$ cat src/rtl/mie_pkg.sv
// ----------------------------------------------------------------------------
// mie_pkg
// Shared types, constants and the microcode program of the modular inverse
// block (extended Euclidean algorithm on a shared bit-serial divider).
// ----------------------------------------------------------------------------
package mie_pkg;

    // Fixed widths of the channel fields
    localparam int FIELD_W   = 32;
    // Default operand width
    localparam int MIE_WIDTH = 32;

    // Microcode addressing
    localparam int STEP_W = 3;
    typedef logic [STEP_W-1:0] step_t;

    localparam step_t STEP_IDLE     = 3'd0;
    localparam step_t STEP_TEST     = 3'd1;
    localparam step_t STEP_DIV_INIT = 3'd2;
    localparam step_t STEP_DIV_LOOP = 3'd3;
    localparam step_t STEP_UPDATE   = 3'd4;
    localparam step_t STEP_MOD_INIT = 3'd5;
    localparam step_t STEP_MOD_LOOP = 3'd6;
    localparam step_t STEP_EMIT     = 3'd7;

    // Datapath operations
    typedef enum logic [2:0] {
        OP_NOP,
        OP_LOAD,
        OP_DIV_INIT,
        OP_DIV_STEP,
        OP_UPDATE,
        OP_MOD_INIT,
        OP_EMIT
    } op_t;

    // Wait and branch conditions
    typedef enum logic [2:0] {
        COND_ALWAYS,
        COND_NEVER,
        COND_REQ_VALID,
        COND_R2_ZERO,
        COND_DIV_MORE,
        COND_NOT_OK,
        COND_OUT_FREE
    } cond_t;

    // One control word of the program
    typedef struct packed {
        op_t   op;
        cond_t wait_c;
        cond_t br_c;
        step_t target;
    } cw_t;

    // Sequencer to datapath
    typedef struct packed {
        op_t  op;
        logic fire;
    } ctl_t;

    // Datapath to sequencer
    typedef struct packed {
        logic r2_zero;
        logic div_more;
        logic not_ok;
        logic out_free;
    } stat_t;

    // Microcode ROM: the step stalls until wait_c holds, then executes op
    // and jumps to target when br_c holds, else falls through.
    function automatic cw_t mie_ucode(input step_t step);
        cw_t cw;
        case (step)
            STEP_IDLE:     cw = '{OP_LOAD,     COND_REQ_VALID, COND_NEVER,    STEP_TEST};
            STEP_TEST:     cw = '{OP_NOP,      COND_ALWAYS,    COND_R2_ZERO,  STEP_MOD_INIT};
            STEP_DIV_INIT: cw = '{OP_DIV_INIT, COND_ALWAYS,    COND_NEVER,    STEP_DIV_LOOP};
            STEP_DIV_LOOP: cw = '{OP_DIV_STEP, COND_ALWAYS,    COND_DIV_MORE, STEP_DIV_LOOP};
            STEP_UPDATE:   cw = '{OP_UPDATE,   COND_ALWAYS,    COND_ALWAYS,   STEP_TEST};
            STEP_MOD_INIT: cw = '{OP_MOD_INIT, COND_ALWAYS,    COND_NOT_OK,   STEP_EMIT};
            STEP_MOD_LOOP: cw = '{OP_DIV_STEP, COND_ALWAYS,    COND_DIV_MORE, STEP_MOD_LOOP};
            STEP_EMIT:     cw = '{OP_EMIT,     COND_OUT_FREE,  COND_ALWAYS,   STEP_IDLE};
            default:       cw = '{OP_NOP,      COND_ALWAYS,    COND_ALWAYS,   STEP_IDLE};
        endcase
        return cw;
    endfunction

endpackage

$ cat src/rtl/mie_req_if.sv
// ----------------------------------------------------------------------------
// mie_req_if
// Request channel: modulus and value with valid/ready handshake.
// ----------------------------------------------------------------------------
interface mie_req_if;
    logic                         valid;
    logic                         ready;
    logic [mie_pkg::FIELD_W-1:0]  modulus;
    logic [mie_pkg::FIELD_W-1:0]  value;

    modport source (output valid, output modulus, output value, input ready);
    modport sink   (input valid, input modulus, input value, output ready);
endinterface

$ cat src/rtl/mie_rsp_if.sv
// ----------------------------------------------------------------------------
// mie_rsp_if
// Response channel: gcd, inverse flag and inverse with valid/ready handshake.
// ----------------------------------------------------------------------------
interface mie_rsp_if;
    logic                         valid;
    logic                         ready;
    logic [mie_pkg::FIELD_W-1:0]  divisor;
    logic                         has_inverse;
    logic [mie_pkg::FIELD_W-1:0]  inverse;

    modport source (output valid, output divisor, output has_inverse, output inverse,
                    input ready);
    modport sink   (input valid, input divisor, input has_inverse, input inverse,
                    output ready);
endinterface

$ cat src/rtl/mie_sequencer.sv
// ----------------------------------------------------------------------------
// mie_sequencer
// Step counter over the microcode ROM: evaluates wait and branch
// conditions and issues one operation per cycle to the datapath whenever the step's wait condition holds.
// ----------------------------------------------------------------------------
module mie_sequencer (
    input  logic            clk,
    input  logic            rst_n,
    input  logic            req_valid,
    input  mie_pkg::stat_t  stat,
    output mie_pkg::ctl_t   ctl
);
    import mie_pkg::*;

    step_t step_reg;
    step_t step_next;
    cw_t   cw;
    logic  go;
    logic  take_br;

    function automatic logic cond_eval(input cond_t c, input logic rv, input stat_t s);
        logic res;
        case (c)
            COND_ALWAYS:    res = 1'b1;
            COND_NEVER:     res = 1'b0;
            COND_REQ_VALID: res = rv;
            COND_R2_ZERO:   res = s.r2_zero;
            COND_DIV_MORE:  res = s.div_more;
            COND_NOT_OK:    res = s.not_ok;
            COND_OUT_FREE:  res = s.out_free;
            default:        res = 1'b0;
        endcase
        return res;
    endfunction

    // Fetch the control word and resolve the conditions
    always_comb
    begin
        cw      = mie_ucode(step_reg);
        go      = cond_eval(cw.wait_c, req_valid, stat);
        take_br = cond_eval(cw.br_c, req_valid, stat);
        ctl.op   = cw.op;
        ctl.fire = go;
        if (!go)
        begin
            step_next = step_reg;
        end
        else if (take_br)
        begin
            step_next = cw.target;
        end
        else
        begin
            step_next = step_reg + step_t'(1);
        end
    end

    // Advance the step counter
    always_ff @(posedge clk or negedge rst_n)
    begin
        if (!rst_n)
        begin
            step_reg <= STEP_IDLE;
        end
        else
        begin
            step_reg <= step_next;
        end
    end

    // A taken request always leads into the loop test
    a_load_to_test: assert property (@(posedge clk) disable iff (!rst_n)
        (ctl.fire && ctl.op == OP_LOAD) |=> (step_reg == STEP_TEST))
        else $error("load not followed by loop test");

    // The response step stalls only while the output is occupied
    a_emit_stall: assert property (@(posedge clk) disable iff (!rst_n)
        (step_reg == STEP_EMIT && !stat.out_free) |=> (step_reg == STEP_EMIT))
        else $error("response step left while output busy");

    // Without a request the sequencer stays in the load step
    a_idle_hold: assert property (@(posedge clk) disable iff (!rst_n)
        (step_reg == STEP_IDLE && !req_valid) |=> (step_reg == STEP_IDLE))
        else $error("load step left without a request");

endmodule

$ cat src/rtl/mie_datapath.sv
// ----------------------------------------------------------------------------
// mie_datapath
// Euclid registers, sign-magnitude coefficients, a shared restoring divider
// with one quotient bit per cycle, and the response output register.
// ----------------------------------------------------------------------------
module mie_datapath #(
    parameter int WIDTH = mie_pkg::MIE_WIDTH
) (
    input  logic                         clk,
    input  logic                         rst_n,
    input  mie_pkg::ctl_t                ctl,
    output mie_pkg::stat_t               stat,
    input  logic [mie_pkg::FIELD_W-1:0]  req_modulus,
    input  logic [mie_pkg::FIELD_W-1:0]  req_value,
    output logic                         rsp_valid,
    input  logic                         rsp_ready,
    output logic [mie_pkg::FIELD_W-1:0]  rsp_divisor,
    output logic                         rsp_has_inverse,
    output logic [mie_pkg::FIELD_W-1:0]  rsp_inverse
);
    import mie_pkg::*;

    localparam int CNT_W = $clog2(WIDTH + 1);

    // Euclid state
    logic [WIDTH-1:0] n_reg;
    logic [WIDTH-1:0] r1_reg;
    logic [WIDTH-1:0] r2_reg;
    logic             t1neg_reg;
    logic [WIDTH-1:0] t1mag_reg;
    logic             t2neg_reg;
    logic [WIDTH-1:0] t2mag_reg;

    // Divider state
    logic [WIDTH-1:0] dq_reg;
    logic [WIDTH-1:0] dsr_reg;
    logic [WIDTH-1:0] rem_reg;
    logic [WIDTH-1:0] prod_reg;
    logic [CNT_W-1:0] cnt_reg;

    // Output register
    logic                rsp_valid_reg;
    logic [FIELD_W-1:0]  rsp_divisor_reg;
    logic                rsp_has_inverse_reg;
    logic [FIELD_W-1:0]  rsp_inverse_reg;

    logic [WIDTH:0]   rem_sh;
    logic             q_bit;
    logic [WIDTH-1:0] rem_next;
    logic [WIDTH-1:0] prod_next;
    logic             pneg;
    logic             yneg;
    logic             tneg;
    logic [WIDTH-1:0] tmag;
    logic             ok;
    logic [WIDTH-1:0] inv;
    logic             out_free;
    logic             do_emit;

    // Divider bit step: shift in the next dividend bit, trial-subtract,
    // and accumulate the quotient times t2 alongside
    always_comb
    begin
        rem_sh    = {rem_reg, dq_reg[WIDTH-1]};
        q_bit     = (rem_sh >= {1'b0, dsr_reg});
        rem_next  = q_bit ? WIDTH'(rem_sh - {1'b0, dsr_reg}) : WIDTH'(rem_sh);
        prod_next = {prod_reg[WIDTH-2:0], 1'b0} + (q_bit ? t2mag_reg : '0);
    end

    // Coefficient update: t = t1 - sign(t2) * prod
    always_comb
    begin
        pneg = t2neg_reg && (prod_reg != '0);
        yneg = !pneg;
        if (t1neg_reg == yneg)
        begin
            tneg = t1neg_reg;
            tmag = t1mag_reg + prod_reg;
        end
        else if (t1mag_reg >= prod_reg)
        begin
            tneg = t1neg_reg;
            tmag = t1mag_reg - prod_reg;
        end
        else
        begin
            tneg = yneg;
            tmag = prod_reg - t1mag_reg;
        end
        if (tmag == '0)
        begin
            tneg = 1'b0;
        end
    end

    // Result: remainder of |t1| mod n, flipped when t1 is negative
    always_comb
    begin
        ok = (r1_reg == WIDTH'(1)) && (n_reg != '0);
        if (!ok)
        begin
            inv = '0;
        end
        else if (t1neg_reg && (rem_reg != '0))
        begin
            inv = n_reg - rem_reg;
        end
        else
        begin
            inv = rem_reg;
        end
    end

    assign out_free = !rsp_valid_reg || rsp_ready;
    assign do_emit  = ctl.fire && (ctl.op == OP_EMIT);

    always_comb
    begin
        stat.r2_zero  = (r2_reg == '0);
        stat.div_more = (cnt_reg != CNT_W'(1));
        stat.not_ok   = !ok;
        stat.out_free = out_free;
    end

    // Execute the current operation
    always_ff @(posedge clk)
    begin
        if (ctl.fire)
        begin
            case (ctl.op)
                OP_LOAD:
                begin
                    n_reg     <= WIDTH'(req_modulus);
                    r1_reg    <= WIDTH'(req_modulus);
                    r2_reg    <= WIDTH'(req_value);
                    t1neg_reg <= 1'b0;
                    t1mag_reg <= '0;
                    t2neg_reg <= 1'b0;
                    t2mag_reg <= WIDTH'(1);
                end
                OP_DIV_INIT:
                begin
                    dq_reg   <= r1_reg;
                    dsr_reg  <= r2_reg;
                    rem_reg  <= '0;
                    prod_reg <= '0;
                    cnt_reg  <= CNT_W'(WIDTH);
                end
                OP_MOD_INIT:
                begin
                    dq_reg   <= t1mag_reg;
                    dsr_reg  <= n_reg;
                    rem_reg  <= '0;
                    prod_reg <= '0;
                    cnt_reg  <= CNT_W'(WIDTH);
                end
                OP_DIV_STEP:
                begin
                    dq_reg   <= {dq_reg[WIDTH-2:0], 1'b0};
                    rem_reg  <= rem_next;
                    prod_reg <= prod_next;
                    cnt_reg  <= cnt_reg - CNT_W'(1);
                end
                OP_UPDATE:
                begin
                    r1_reg    <= r2_reg;
                    r2_reg    <= rem_reg;
                    t1neg_reg <= t2neg_reg;
                    t1mag_reg <= t2mag_reg;
                    t2neg_reg <= tneg;
                    t2mag_reg <= tmag;
                end
                default:
                begin
                end
            endcase
        end
    end

    // Capture the response payload
    always_ff @(posedge clk)
    begin
        if (do_emit)
        begin
            rsp_divisor_reg     <= FIELD_W'(r1_reg);
            rsp_has_inverse_reg <= ok;
            rsp_inverse_reg     <= FIELD_W'(inv);
        end
    end

    // Hold the response until its transfer
    always_ff @(posedge clk or negedge rst_n)
    begin
        if (!rst_n)
        begin
            rsp_valid_reg <= 1'b0;
        end
        else if (do_emit)
        begin
            rsp_valid_reg <= 1'b1;
        end
        else if (rsp_ready)
        begin
            rsp_valid_reg <= 1'b0;
        end
    end

    assign rsp_valid       = rsp_valid_reg;
    assign rsp_divisor     = rsp_divisor_reg;
    assign rsp_has_inverse = rsp_has_inverse_reg;
    assign rsp_inverse     = rsp_inverse_reg;

    // Divider never runs on a zero divisor or an exhausted count
    a_div_operands: assert property (@(posedge clk) disable iff (!rst_n)
        (ctl.fire && ctl.op == OP_DIV_STEP) |-> (dsr_reg != '0 && cnt_reg != '0))
        else $error("divider step with zero divisor or count");

    // Partial remainder stays below the divisor
    a_rem_bound: assert property (@(posedge clk) disable iff (!rst_n)
        (ctl.fire && ctl.op == OP_DIV_STEP) |=> (rem_reg < dsr_reg))
        else $error("partial remainder out of range");

    // A new response never overwrites one still waiting
    a_emit_free: assert property (@(posedge clk) disable iff (!rst_n)
        do_emit |-> (!rsp_valid_reg || rsp_ready))
        else $error("response overwritten before transfer");

endmodule

$ cat src/rtl/modular_inverse_ext_euclid_top.sv
// Each Euclid round is one full pass of the bit-serial divider, with about 1.44*WIDTH
//   rounds at worst; when no inverse exists, the final reduction mod n is skipped.
// Throughput: one item at a time; the next request is taken once the response
//   is loaded into the output register.
// Reset: asynchronous, active low; clears the step counter and response valid.
// ----------------------------------------------------------------------------
// modular_inverse_ext_euclid_top
// Modular inverse by the extended Euclidean algorithm, run by a microcoded
// sequencer over a datapath with one shared restoring divider.
// ----------------------------------------------------------------------------
module modular_inverse_ext_euclid_top #(
    parameter int WIDTH = mie_pkg::MIE_WIDTH
) (
    input  logic       clk,
    input  logic       rst_n,
    mie_req_if.sink    req,
    mie_rsp_if.source  rsp
);
    import mie_pkg::*;

    ctl_t  ctl;
    stat_t stat;

    // Ready only in the load step
    assign req.ready = (ctl.op == OP_LOAD);

    mie_sequencer u_seq (
        .clk       (clk),
        .rst_n     (rst_n),
        .req_valid (req.valid),
        .stat      (stat),
        .ctl       (ctl)
    );

    mie_datapath #(
        .WIDTH (WIDTH)
    ) u_dp (
        .clk             (clk),
        .rst_n           (rst_n),
        .ctl             (ctl),
        .stat            (stat),
        .req_modulus     (req.modulus),
        .req_value       (req.value),
        .rsp_valid       (rsp.valid),
        .rsp_ready       (rsp.ready),
        .rsp_divisor     (rsp.divisor),
        .rsp_has_inverse (rsp.has_inverse),
        .rsp_inverse     (rsp.inverse)
    );

endmodule

$ cat src/flat_wrapper.sv
// flat-port wrapper written by rule: the top's interface ports become plain ports
module modular_inverse_ext_euclid_top_flat import mie_pkg::*;
#(
    parameter int WIDTH = mie_pkg::MIE_WIDTH
)
  (clk, rst_n, req_valid, req_modulus, req_value, req_ready, rsp_valid, rsp_divisor, rsp_has_inverse, rsp_inverse, rsp_ready);
  mie_req_if req_i ();
  mie_rsp_if rsp_i ();
  input  logic clk;
  input  logic rst_n;
  input wire logic [$bits(req_i.valid)-1:0] req_valid;
  input wire logic [$bits(req_i.modulus)-1:0] req_modulus;
  input wire logic [$bits(req_i.value)-1:0] req_value;
  output wire logic [$bits(req_i.ready)-1:0] req_ready;
  output wire logic [$bits(rsp_i.valid)-1:0] rsp_valid;
  output wire logic [$bits(rsp_i.divisor)-1:0] rsp_divisor;
  output wire logic [$bits(rsp_i.has_inverse)-1:0] rsp_has_inverse;
  output wire logic [$bits(rsp_i.inverse)-1:0] rsp_inverse;
  input wire logic [$bits(rsp_i.ready)-1:0] rsp_ready;
  assign req_i.valid = req_valid;
  assign req_i.modulus = req_modulus;
  assign req_i.value = req_value;
  assign req_ready = req_i.ready;
  assign rsp_valid = rsp_i.valid;
  assign rsp_divisor = rsp_i.divisor;
  assign rsp_has_inverse = rsp_i.has_inverse;
  assign rsp_inverse = rsp_i.inverse;
  assign rsp_i.ready = rsp_ready;
  modular_inverse_ext_euclid_top #(.WIDTH(WIDTH)) u_core (.clk(clk), .rst_n(rst_n), .req(req_i), .rsp(rsp_i));
endmodule
$ cat config.mk
export PLATFORM = sky130hd
export DESIGN_NAME = modular_inverse_ext_euclid_top_flat
export DESIGN_NICKNAME = d
export VERILOG_FILES = /design/src/rtl/mie_pkg.sv /design/src/rtl/mie_req_if.sv /design/src/rtl/mie_rsp_if.sv /design/src/rtl/mie_sequencer.sv /design/src/rtl/mie_datapath.sv /design/src/rtl/modular_inverse_ext_euclid_top.sv /design/src/flat_wrapper.sv
export SDC_FILE = /design/constraint.sdc
export NUM_CORES = 1
export LEC_CHECK = 0
export ABC_AREA = 1
export ABC_CLOCK_PERIOD_IN_PS = 16670
export BUFFER_PORTS_ARGS = -buffer_cell sky130_fd_sc_hd__buf_4
export CAP_MARGIN = 25
export CORE_MARGIN = 5
export CORE_UTILIZATION = 25
export DETAILED_ROUTE_END_ITERATION = 10
export PLACE_DENSITY = 0.49
export SLEW_MARGIN = 0
export SYNTH_ARGS = -nofsm -noshare
export SYNTH_HDL_FRONTEND = slang
export SYNTH_HIERARCHICAL = 1
export SYNTH_SLANG_ARGS = --single-unit
$ cat constraint.sdc
create_clock -name clk -period 16.67 [get_ports clk]
set_input_delay 3.334 -clock clk [delete_from_list [all_inputs] [get_ports clk]]
set_output_delay 3.334 -clock clk [all_outputs]
set_load 0.02 [all_outputs]
After elaboration in Yosys (flattened, before gate mapping)
Memory sizes are Yosys's and may differ from the RTL's. Cells that the tools add are included.

Bits in registers: 365. Bits in read-only memories: 88. Input port bits: 68. Output and inout bits: 67. Logic and storage cells: 97. Memories kept: 1.

Memories: (no name shown) (words 8, width 11, rd ports 1, clocked after Yosys merged registers in 0, wr ports 0, RTL line mie_pkg.sv:74) `case (step)`.

Add/sub/neg operators: 8. $lt $le $gt $ge: 2. Eq/ne operators: 19. Multiplexer cells: 24. Reductions and logical operators: 26.

Operator list (number): 32-bit case mux with 2 select lines (7); 32-bit 2-to-1 mux (5); 32-bit subtractor (4); 32-bit case mux with 3 select lines (1); 32-bit nonzero test (3); 32-bit adder (2); 32-bit logical NOT (2); 33-bit by 32-bit greater-or-equal comparator with 1-bit output (1); 32-bit by 1-bit equality test with 1-bit output (second input constant) (1); 32-bit greater-or-equal comparator (1); 3-bit equality test (second input constant) (9); 3-bit by 2-bit equality test with 1-bit output (second input constant) (6); 1-bit case mux with 6 select lines (2); 6-bit case mux with 2 select lines (1); 2-bit AND reduction (5); 2-bit nonzero test (4); 3-bit logical NOT (2); 6-bit by 1-bit inequality test with 1-bit output (second input constant) (1); 6-bit by 1-bit subtractor with 6-bit output (second input constant) (1); 1-bit 2-to-1 mux (5); 1-bit logical AND (4); 1-bit case mux with 2 select lines (2); 3-bit by 1-bit adder with 3-bit output (second input constant) (1); 3-bit by 1-bit equality test with 1-bit output (second input constant) (1); 6 further kinds (8).

Longest topological paths before layout
Gate-level depths: netlist of run 1.

Depth in word-level cells: 8. Mapped depth: 31. Depth with buffers taken out: 30.

Cells and area by module
The synthesis of run 1 kept the hierarchy.

By module, submodules not included: mie_datapath (times used 1, cells an instance 3732, area an instance 27696.6 µm², seq. area each 10865.4 µm²); mie_sequencer (times used 1, cells an instance 69, area an instance 505.5 µm², seq. area each 75.1 µm²); modular_inverse_ext_euclid_top (times used 1, cells an instance 3, area an instance 13.8 µm², seq. area each 0.0 µm²).

Worst setup path after synthesis of run 1
No wires, ideal clock.

Path kind: input port to flip-flop. From: input rsp_ready. To: register u_core.u_dp.r1_reg[0], enable pin. Library setup time: 0.647 ns. Arrival time: 9.938 ns. Required time: 16.023 ns. Slack: 6.085 ns. Stages on the path: 10. Path buffers: 2. Cells stage by stage: inv_1 -> nand2_1 -> buf_4 -> nand2_1 -> inv_1 -> a211oi_2 -> inv_1 -> buf_4 -> inv_1 -> o21bai_1.

Word-level cells in the longest chain between the ends: 3.

Ends and longest elaborated chain: from (decl) (RTL line flat_wrapper.sv:19) `input wire logic [$bits(rsp_i.ready)-1:0] rsp_ready;`; 1-bit logical OR (RTL line mie_datapath.sv:114) `assign out_free = !rsp_valid_reg || rsp_ready;`; named net u_core.u_dp.out_free (RTL line mie_datapath.sv:57) `logic out_free;`; 1-bit case mux with 6 select lines (RTL line mie_sequencer.sv:23) `case (c)`; named net u_core.u_seq.go (RTL line mie_sequencer.sv:18) `logic go;`; 2-bit AND reduction (no source line); to (signal assigned) (RTL line mie_datapath.sv:134) `r1_reg <= WIDTH'(req_modulus);`; to (signal assigned) (RTL line mie_datapath.sv:166) `r1_reg <= r2_reg;`; to (decl) (RTL line mie_datapath.sv:27) `logic [WIDTH-1:0] r1_reg;`.

The timed path passes the listed nets, and every way through them passes these cells. A chain may end at the register's enable or synchronous reset.

==> out/metrics.yaml, run 1 <==
synth:
  synth-seq-cells: 365
  muxShareOfSynthArea_pct: 0
  ys_types: 63
  postSynthCellCount: 3804
  synth_warnings: 6
  synth_xor_area_share_pct: 2.58
  syn-cell-area_um2: 28200
  yosysSeqAreaShare_pct: 38.8
  synth-simple-area-share_pct: 25.7
  async_flop_share_pct: 1.10
  synth_compound_area_share_pct: 13.2
  syn-num-nets: 4075
  synthAdderAreaFrac_pct: 9.16
  synthFlopType: "edfxtp_1"
  syn_avg_cell_area_um2: 7.42
  synth_edf_count: 361
  synth_top_family_by_area: "simple AND/OR/NAND/NOR gates"
final_layout:
  final_nets: 4174
  layout_common_cells: "nand2_1, inv_1, edfxtp_1"
  drive_gt1_share_pct: 7.75
  layout_commonest_cell: "nand2_1"
  area_delta_synth_final_pct: 13.9
  nFillCells: 12400
  diodes: 0
critical_path:
  worst-endpoint-arrival_ns: 6.68
  crit_path_top_delay_cell: "buf_4"
  critPathLaunchType: "input pin"
  path_class: "input pin to flip-flop"
  crit_fanout: 63
  critical_path.top_delay_family: "buffers and inverters"
  cp_cell_sequence: "buf_4, inv_1, nand2_1, nand2_1, inv_1, a211oi_2, inv_1, inv_1, nor3_2, buf_4, o21bai_4, buf_4, buf_4"
  critPathBufInv: 8
  r2r-start: "u_core/u_dp/rem_reg[1]"
  endpoint_kind: "flip-flop"
  crit_start: "rsp_ready"
  critPathMaxStageDelay_ns: 0.74
  critPathRequiredTime_ns: 16.87
global_routing:
  grt_pass1_vias: 24500
  antenna_found_initial: 2
  grt_overflow: 0
  grt_max_degree: 89
  track_usage_pct: 16.9
  grt_pass1_wl_mm: 155
floorplan:
  core_um2: 112000
  start_util_pct: 25.1
  die_y_um: 346
  die_w_um: 346
  dieArea_um2: 120000
  ios: 135
  rows: 123
clocking:
  cts.sinks: 365
  tritoncts: "yes"
  cts_root_buffer: "clkbuf_16"
  cts_setup_buffers: 0
  cts_max_level: 2
  postCtsHoldBufs: 0
  clkTransAtPathRegs_ns: 0.06
  clockBufferDepth: 3
  insertion_delay_ns: 0.59
  cts_buffers: 41
  cts.repair.resized: 0
place:
  gp_congestion: 0.947
  io_buffers: 134
  hpwlAfterDp_mm: 84.8
timing:
  fin_crit_sh_pct: 38.9
  slew_viol_final: 0
  rsz0062_at_grt: "no"
  tns_ns: 0
  period_minus_slack_ns: 6.48
  max_slew.worst_pin.slew_ns: 1.01
  hold_violations: 0
  finalSetupViolCount: 0
  max_freq_mhz: 154
  relSlewSlack_pct: 32.4
  clock_skew_ns: 0.0291
outcome:
  status: "finished clean"
worst_hold_path:
  hold_class: "flip-flop to flip-flop"
  min_from: "u_core/u_dp/r1_reg[12]"
detailed_routing:
  via_per_inst: 4.69
  wl_per_cell_um: 19.5
  route.detailed.drc: 0
  top_layer: "met5"
  wl_mm: 106
  num_vias: 25500
  wl_met2_mm: 48.4
  drt_iter0_markers: 1999
  met3_wirelength_mm: 5.73
  ant_nets: 0
  drtPass1Iterations: 5
  met1_length_mm: 48.3
run:
  drv_cap: 0
-- worst register-to-register path: stages, from the launching register on --
cell and delay, ns:
edfxtp_1 0.50, ha_1 0.39, a21oi_1 0.20, o21ai_0 0.10, nand2_1 0.10, nand2_1 0.06, nand2_1 0.06, nand2_1 0.04
nor2_1 0.27, o21ai_2 0.15, nand2_1 0.10, nand2_2 0.06, inv_2 0.52, nor2_1 0.12, ha_1 0.24, fa_1 0.39
nand2_1 0.09, nand3_1 0.06, o21ai_1 0.13, o21ai_1 0.13, a21boi_1 0.31, o21ai_0 0.23, a21boi_0 0.37, o21ai_1 0.16
a21oi_1 0.19, inv_1 0.06, nor2_1 0.08, nor2_1 0.05
-- final cells by class --
cell class | instances | area (um^2) | share of cell area, %
tap | 1500 | 1880 | 5.84
clock inverter | 23 | 225 | 0.701
sequential | 365 | 10900 | 34.0
inverter | 656 | 2470 | 7.68
timing repair buffer | 157 | 1210 | 3.77
multi-input combinational | 2682 | 14300 | 44.6
clock buffer | 50 | 1080 | 3.36
-- path summary, 6_finish.rpt --
kind / to / slack (ns) / cells past startpoint
setup reg to reg: u_core/u_dp/prod_reg[23] / 11.27 / 27
max in group asynchronous: u_core/u_seq/step_reg[2] / 14.01 / 1
hold / removal: u_core/u_dp/rsp_divisor[12] / 0.50 / 0
setup / recovery: u_core/u_dp/t1mag_reg[2] / 10.19 / 13
min in group asynchronous: u_core/u_dp/rsp_valid / 2.55 / 1
hold reg to reg: u_core/u_dp/rsp_divisor[12] / 0.50 / 0
-- synth_stat cells, drive strengths merged, types with 4 or more instances --
library cell | n | area share [%]
nand2 | 1114 | 15
inv | 654 | 8.7
edfxtp | 361 | 38
nor2 | 327 | 4.6
a21oi | 291 | 5.3
o21ai | 247 | 4.4
ha | 197 | 8.7
nand3 | 166 | 3.0
xor2 | 54 | 1.7
clkbuf | 53 | 0.71
buf | 48 | 1.2
nand4 | 41 | 0.91
o211ai | 41 | 1.1
nor4 | 40 | 0.89
xnor2 | 29 | 0.90
nor3 | 21 | 0.45
o21bai | 20 | 0.56
a31oi | 17 | 0.38
a21boi | 12 | 0.32
a21o | 9 | 0.24
o21a | 9 | 0.24
a211oi | 7 | 0.20
or2 | 7 | 0.16
a221oi | 6 | 0.19
fa | 6 | 0.43
and2 | 4 | 0.089
dfrtp | 4 | 0.35
-- cells by family after synthesis --
family | Yosys count
compound gates | 668
simple gates | 1728
flops | 365
fa+ha+maj | 203
xor+xnor | 83
buf+inv | 757
-- stage by stage --
stage / worst slack (ns) / instances / instance area, um^2 / utilization (%) / hold WS (ns)
finish: 10.19 / 5433 / 32100 / 28.6 / 0.501
CTS: 10.13 / 5432 / 32100 / 28.6 / 0.492
global route: 9.92 / 5433 / 32100 / 28.6 / 0.508
detailed placement: 9.50 / 5359 / 30800 / 27.4 / 0.481
global placement: 9.52 / 5358 / 30800 / 27.4 / 0.470
floorplan: 6.09 / 3804 / 28200 / - / 0.426
-- layer usage --
metal	GRT usage (%)	up-vias
li1	-	12600
met1	23.2	11900
met2	28.0	832
met3	1.97	141
met4	5.07	2
met5	0	-
Power of run 1 is not shown: default switching activity piles up to over one toggle a cycle in this logic, so the estimate is an artifact.
==> run 2, diff against run 1 <==
--- a/config.mk
+++ b/config.mk
@@ -6,13 +6,13 @@
 export NUM_CORES = 1
 export LEC_CHECK = 0
 export ABC_AREA = 1
-export ABC_CLOCK_PERIOD_IN_PS = 16670
+export ABC_CLOCK_PERIOD_IN_PS = 5800
 export BUFFER_PORTS_ARGS = -buffer_cell sky130_fd_sc_hd__buf_4
 export CAP_MARGIN = 25
 export CORE_MARGIN = 5
 export CORE_UTILIZATION = 25
 export DETAILED_ROUTE_END_ITERATION = 10
-export PLACE_DENSITY = 0.49
+export PLACE_DENSITY = 0.51
 export SLEW_MARGIN = 0
 export SYNTH_ARGS = -nofsm -noshare
 export SYNTH_HDL_FRONTEND = slang
==> constraint.sdc (replaced) <==
create_clock -name clk -period 5.8 [get_ports clk]
set_input_delay 1.16 -clock clk [delete_from_list [all_inputs] [get_ports clk]]
set_output_delay 1.16 -clock clk [all_outputs]
set_load 0.02 [all_outputs]
==> run 2 against run 1 <==
Effect of this change:
- sequential share of layout area shrank 0.31 points
- clock-buffer cell count grew 2
- register-to-register slack lost 10 ns
- core utilization grew 0.26 points
- critical path type is now flip-flop to flip-flop
- global-route usage grew 0.20 points
- critical path depth grew 14
- die area is the same
- hold slack lost 0.16 ns
- first-iteration DRC count grew 16%
==> out/metrics.yaml, run 2 (synthesis gave the netlist of run 1 again) <==
timing:
  fin_crit_sh_pct: 83.2
  hold_violations: 0  # unchanged
  rsz0062_at_grt: "no"
  slew_viol_final: 0  # unchanged
  period_minus_slack_ns: 4.82
  max_freq_mhz: 207
  relSlewSlack_pct: 31.5  # -0.84 points
  tns_ns: 0  # unchanged
  max_slew.worst_pin.slew_ns: 1.02  # +0.00598 ns
  clock_skew_ns: 0.0379  # +0.00875 ns
  finalSetupViolCount: 0  # unchanged
clocking:
  insertion_delay_ns: 0.63  # +0.04 ns
  postCtsHoldBufs: 0  # unchanged
  cts_setup_buffers: 0  # unchanged
  cts.sinks: 365  # unchanged
  cts_max_level: 2  # unchanged
  clkTransAtPathRegs_ns: 0.06  # about the same
  cts_root_buffer: "clkbuf_16"
  cts_buffers: 47  # +15%
  cts.repair.resized: 0  # unchanged
  clockBufferDepth: 3  # unchanged
  tritoncts: "yes"
floorplan:
  core_um2: 112000  # unchanged
  die_y_um: 346  # unchanged
  die_w_um: 346  # unchanged
  start_util_pct: 25.1  # unchanged
  rows: 123  # unchanged
  ios: 135  # unchanged
  dieArea_um2: 120000  # unchanged
detailed_routing:
  route.detailed.drc: 0  # unchanged
  wl_per_cell_um: 19.5  # +0.36%
  via_per_inst: 4.71  # +0.37%
  drtPass1Iterations: 6  # +1
  wl_mm: 106  # +0.67%
  ant_nets: 0  # unchanged
  drt_iter0_markers: 2317  # +16%
  num_vias: 25700  # +0.68%
place:
  dpl_cell_area_um2: 30900  # +0.22%
  hpwlAfterDp_mm: 85.1  # +0.31%
  gp_congestion: 0.939  # -0.78%
  io_buffers: 134  # unchanged
final_layout:
  final_core_util_pct: 28.9  # +0.26 points
  area_delta_synth_final_pct: 14.9
  layout_common_cells: "nand2_1, inv_1, edfxtp_1"
  nFillCells: 12300  # -1.3%
  final-seq-area_um2: 10900  # unchanged
  design_area_um2: 32400  # +0.91%
  layout_commonest_cell: "nand2_1"
  drive_gt1_share_pct: 8.31  # +0.55 points
  final_nets: 4183  # +0.22%
  multi_input_area_um2: 14400  # +0.22%
critical_path:
  endpoint_kind: "flip-flop"
  critPathLaunchType: "flip-flop"
  critPathRequiredTime_ns: 6.16  # -10.71 ns
  ff2ff_path_depth: 27  # unchanged
  worst-endpoint-arrival_ns: 5.19  # -1.49 ns
  path_class: "flip-flop to flip-flop"
  crit_fanout: 6  # -90%
global_routing:
  grt_overflow: 0  # unchanged
  track_usage_pct: 17.1  # +0.20 points
  antenna_found_initial: 4  # +2
  grt_pass1_wl_mm: 157  # +1.2%
  grt_max_degree: 89  # unchanged
  grt_pass1_vias: 24800  # +1.0%
run:
  drv_cap: 0  # unchanged
outcome:
  status: "finished clean"
worst_hold_path:
  hold_class: "input pin to async pin"
## run 2: cell types whose count changed in the layout (fill, tap and decap cells not counted), moves of 2 or more
cell	delta
nor3_2	-3
clkinv_8	+2
clkinv_2	+8
nor3_4	+3
buf_4	+3
inv_6	+2
clkinv_1	-3
clkbuf_1	-3
clkbuf_16	+5
## run 2: routing by layer
layer  vias up  GRT usage [%]  part of all wire, %
met3       110           2.13                  6.7
met4         0           3.77                  2.0
met5         -              0                    0
met2       822           28.1                   46
met1     12100           24.1                   45
li1      12600              -                    -
## run 2: path summary, 6_finish.rpt
path	start	to	slack [ns]
setup / recovery	u_core/u_dp/rem_reg[1]	u_core/u_dp/prod_reg[23]	0.98
hold / removal	rst_n	u_core/u_dp/rsp_valid	0.34
setup reg to reg	u_core/u_dp/rem_reg[1]	u_core/u_dp/prod_reg[23]	0.98
hold reg to reg	u_core/u_dp/r1_reg[0]	u_core/u_dp/rsp_divisor[0]	0.51
max in group asynchronous	rst_n	u_core/u_seq/step_reg[0]	5.35
min in group clk	u_core/u_dp/r1_reg[0]	u_core/u_dp/rsp_divisor[0]	0.51
## run 2: worst max-delay path, cell delays in order, from the launching register on
cell and delay (ns):
edfxtp_1 0.50, ha_1 0.40, a21oi_1 0.21, o21ai_0 0.10
nand2_1 0.09, nand2_1 0.05, nand2_1 0.06, nand2_1 0.04
nor2_1 0.24, o21ai_2 0.14, nand2_1 0.09, nand2_2 0.07
inv_2 0.11, nor2_1 0.05, ha_1 0.21, fa_1 0.39
nand2_1 0.09, nand3_1 0.08, o21ai_1 0.14, o21ai_1 0.12
a21boi_1 0.31, o21ai_0 0.20, a21boi_0 0.32, o21ai_1 0.16
a21oi_1 0.20, inv_1 0.06, nor2_1 0.08, nor2_1 0.05
## run 2: cell type report
class                   instances  area share (%)
clock buffers                  52            3.68
diodes                          1         0.00772
repair buffers                160            3.78
flip-flops and latches        365            33.7
clock inverters                34            1.10
well taps                    1500            5.79
inverters                     656            7.62
multi-input cells            2682            44.3
## run 2: metrics by stage
| stage | cells | hold slack, ns | setup WS [ns] |
|---|---|---|---|
| 2_1_floorplan | 3804 | 0.426 | 0.0500 |
| 3_3_place_gp | 5363 | 0.520 | 1.14 |
| 3_5_place_dp | 5363 | 0.529 | 1.04 |
| 4_1_cts | 5449 | 0.299 | 0.984 |
| 5_1_grt | 5449 | 0.305 | 0.354 |
| 6_report | 5450 | 0.343 | 0.975 |
Power of run 2 is left out for the same reason.
==> run 3, diff against run 2 <==
--- a/config.mk
+++ b/config.mk
@@ -5,8 +5,8 @@
 export SDC_FILE = /design/constraint.sdc
 export NUM_CORES = 1
 export LEC_CHECK = 0
-export ABC_AREA = 1
-export ABC_CLOCK_PERIOD_IN_PS = 5800
+export ABC_AREA = 0
+export ABC_CLOCK_PERIOD_IN_PS = 4100
 export BUFFER_PORTS_ARGS = -buffer_cell sky130_fd_sc_hd__buf_4
 export CAP_MARGIN = 25
 export CORE_MARGIN = 5
==> constraint.sdc (replaced) <==
create_clock -name clk -period 4.1 [get_ports clk]
set_input_delay 0.82 -clock clk [delete_from_list [all_inputs] [get_ports clk]]
set_output_delay 0.82 -clock clk [all_outputs]
set_load 0.02 [all_outputs]
==> run 3 against run 2 <==
Effect of this change:
- the run now ends with negative setup slack left
- die area down 10%
- global-route usage down 0.52 points
- sequential cell count unchanged
==> out/metrics.yaml, run 3 <==
power_and_ir_drop:
  p_comb_share_pct: 1.2
  internal_power_mw: 6.31
  p_sw_mw: 1.77
  seq_power_share_pct: 50.1
  vdd_drop_max_mv: 0.260
  swShare_pct: 21.9
  p_leak_nw: 14.9
  clkPwrFrac_pct: 48.6
  powerDensity_nw_per_um2: 241
synth:
  syn-cell-area_um2: 25200  # -11%
  synthFlopType: "edfxtp_1"
  synthTopCellsByArea: "edfxtp_1, ha_1, nand2_1, a21oi_1, nor2_1"
  yosys.area.top_type: "edfxtp_1"
  yosysSeqAreaShare_pct: 43.4  # +4.6 points
  ys_types: 101  # +60%
  postSynthCellCount: 2715  # -29%
  synth_top_area_share_pct: 43.0  # +4.6 points
  synth_most_common_cell: "nand2_1"
  syn_avg_cell_area_um2: 9.29  # +25%
  syn-num-nets: 2986  # -27%
  async_flop_share_pct: 1.10  # unchanged
  synth_top_cells_by_count: "nand2_1, edfxtp_1, nor2_1"
  synth_edf_count: 361  # unchanged
  synth-seq-cells: 365  # unchanged
  synth_warnings: 6  # unchanged
critical_path:
  crit_start: "u_core/u_dp/rem_reg[0]"
  crit_fanout: 5  # -1
  r2r-start: "u_core/u_dp/rem_reg[0]"
  ff2ff_path_depth: 26  # -3.7%
  cp_common_cell: "ha_4"
  worst-endpoint-arrival_ns: 5.78  # +0.59 ns
  cp.depth: 26  # -3.7%
  critPathRequiredTime_ns: 4.41  # -1.75 ns
  critPathMaxStageDelay_ns: 0.44  # -0.06 ns
  endpoint_kind: "flip-flop"
  critPathBufInv: 2  # unchanged
  path_class: "flip-flop to flip-flop"
  r2r_end: "u_core/u_dp/prod_reg[25]"
  cp-endpoint: "u_core/u_dp/prod_reg[25]"
  critical_path.top_delay_family: "compound AO/OA/AOI/OAI gates"
  critPathLaunchType: "flip-flop"
  reg2reg_slack_ns: -1.36  # -2.34 ns
  crit_path_top_delay_cell: "edfxtp_1"
timing:
  setup_ws_ns: -1.36  # -2.34 ns
  rsz0062_at_grt: "yes"
  hold_violations: 0  # unchanged
  clock_skew_ns: 0.0351  # -0.00274 ns
  period_minus_slack_ns: 5.46  # +0.639 ns
  max_slew.worst_pin.slew_ns: 0.996  # -0.0214 ns
  relSlewSlack_pct: 33.6  # +2.0 points
  tns_ns: -24.64  # -24.64 ns
  fin_crit_sh_pct: 133  # +50 points
  finalSetupViolCount: 28  # +28
  slew_viol_final: 0  # unchanged
  max_freq_mhz: 183  # -12%
place:
  gp_congestion: 0.902  # -4.0%
  hpwlAfterDp_mm: 71.1  # -16%
  dp_cells: 4519  # -16%
  dpl_cell_area_um2: 31300  # +1.3%
  io_buffers: 134  # unchanged
run:
  drv_cap: 0  # unchanged
global_routing:
  antenna_found_initial: 3  # -1
  grt_pass1_vias: 22400  # -9.5%
  grt_pass1_wl_mm: 138  # -12%
  track_usage_pct: 16.6  # -0.52 points
  grt_max_degree: 99  # +11%
  grt_overflow: 0  # unchanged
final_layout:
  layout_commonest_cell: "buf_4"
  diodes: 0  # -1
  drive_gt1_share_pct: 26.0  # +18 points
  fin_cells: 4637  # -15%
  final_nets: 3576  # -15%
  area_delta_synth_final_pct: 33.0
  design_area_um2: 33500  # +3.4%
  layout_common_cells: "buf_4, nand2_1, edfxtp_1"
  nFillCells: 10400  # -16%
clocking:
  cts_root_buffer: "clkbuf_16"
  clockBufferDepth: 3  # unchanged
  cts_buffers: 45  # -4.3%
  cts.sinks: 365  # unchanged
  cts_max_level: 2  # unchanged
  clkTransAtPathRegs_ns: 0.06  # about the same
  insertion_delay_ns: 0.60  # -0.03 ns
  tritoncts: "yes"
floorplan:
  dieArea_um2: 107000  # -10%
  core_um2: 100000  # -11%
  ios: 135  # unchanged
  start_util_pct: 25.2  # +0.060 points
  rows: 116  # -5.7%
  die_y_um: 328  # -5.3%
  die_w_um: 328  # -5.3%
worst_hold_path:
  hold_class: "input pin to flip-flop"
  min_from: "req_modulus[16]"
detailed_routing:
  via_per_inst: 4.89  # +3.9%
  ant_nets: 0  # unchanged
  num_vias: 22700  # -12%
  drtPass1Iterations: 5  # -1
  drt_iter0_markers: 1636  # -29%
  wl_mm: 92.9  # -13%
  route.detailed.drc: 0  # unchanged
  wl_per_cell_um: 20.0  # +2.5%
outcome:
  violations: "negative setup slack"
  status: "finished, violations left"
run 3: cell types whose count changed after synthesis, moves of 24 or more:
cell	before	now
xnor2_1	29	62
a22oi_1	0	33
a21oi_1	285	216
clkbuf_1	53	79
nor3_1	18	50
o21ai_0	230	127
nand2_1	1083	389
inv_1	640	201
nor2_1	315	255
and2_1	4	81
nand3_1	163	40
a211oi_1	6	30
a21o_1	9	57
run 3: worst register-to-register path: stages (launching register included):
cell and delay [ns]:
edfxtp_1 0.44, ha_4 0.27, nor2b_4 0.12, o21a_1 0.18
o21ai_2 0.18, a211oi_2 0.11, a2111oi_2 0.31, buf_4 0.18
o211ai_1 0.12, a31oi_2 0.21, nor3b_2 0.08, or2_4 0.28
and2_4 0.18, ha_4 0.16, fa_2 0.36, a21oi_2 0.12
o21bai_1 0.11, a2111o_1 0.43, nand2_2 0.11, o311ai_4 0.10
a41o_1 0.26, buf_6 0.15, a211oi_4 0.24, o21ai_1 0.09
a21oi_1 0.18, xor2_1 0.15, nor2_1 0.05
run 3: area by class of cell:
class                      count  area [um^2]  share of cell area (%)
multi-input combinational   2034        13600                    40.6
sequential                   365        10900                    32.6
timing repair buffer         658         5150                    15.4
tap                         1298         1620                    4.84
clock buffer                  51         1170                    3.49
inverter                     201          767                    2.29
clock inverter                30          254                   0.758
run 3: what timing repair did:
item	in CTS	in global routing
gates resized for setup	40	68
hold endpoints to repair	4	0
gates cloned	1	2
hold buffers	1	0
pin swaps	25	47
setup buffers	22	15
endpoints found under the setup margin	31	66
run 3: cells by family (layout without fill, tap and decap cells):
logic type | after synthesis | after routing | share of synthesized area, %
AND/OR/NAND/NOR | 1016 | 1016 | 18.7
AO/OA/AOI/OAI | 693 | 694 | 18.2
flip-flops | 365 | 365 | 43.4
buffers and inverters | 317 | 940 | 5.13
adder cells (fa/ha/maj) | 203 | 203 | 10.3
XOR/XNOR | 100 | 100 | 3.47
multiplexers | 21 | 21 | 0.873
run 3: how the worst min path moves through the flow:
| stage | cells after the start | slack, ns | to |
|---|---|---|---|
| 2_1_floorplan | 0 | 0.44 | u_core/u_dp/rsp_divisor[0] |
| 3_3_place_gp | 0 | 0.49 | u_core/u_dp/rsp_divisor[2] |
| 3_5_place_dp | 0 | 0.48 | u_core/u_dp/rsp_divisor[2] |
| 4_1_cts | 1 | 0.38 | u_core/u_dp/n_reg[16] |
| 5_1_grt | 1 | 0.39 | u_core/u_dp/n_reg[16] |
| 6_report | 1 | 0.41 | u_core/u_dp/n_reg[16] |
run 3: stage by stage:
step	setup WS [ns]	utilization, %	hold slack [ns]	power [mW]
3_5_place_dp	-1.49	31.2	0.483	4.23
3_3_place_gp	-1.45	31.2	0.493	4.23
6_report	-1.36	33.5	0.411	8.08
5_1_grt	-1.64	33.5	0.392	8.35
2_1_floorplan	-1.46	-	0.441	4.16
4_1_cts	-1.39	33.0	0.378	8.18
run 3: per-layer routing:
layer,routed length (um),part of all wire [%],track usage (%),vias up
met2,44200,48,28.3,616
li1,-,-,-,10900
met5,0,0,0,-
met4,2530,2.7,4.50,0
met1,41800,45,22.4,11000
met3,4380,4.7,1.76,129
run 3: power groups by stage:
stage	registers, mW	logic [mW]	clock network, mW
2_1_floorplan	4.13	0.0236	0
3_3_place_gp	4.13	0.0993	0
3_5_place_dp	4.13	0.0999	0
4_1_cts	4.05	0.102	4.03
5_1_grt	4.05	0.110	4.19
6_report	4.05	0.0998	3.93
(Power assumes the default switching activity.)
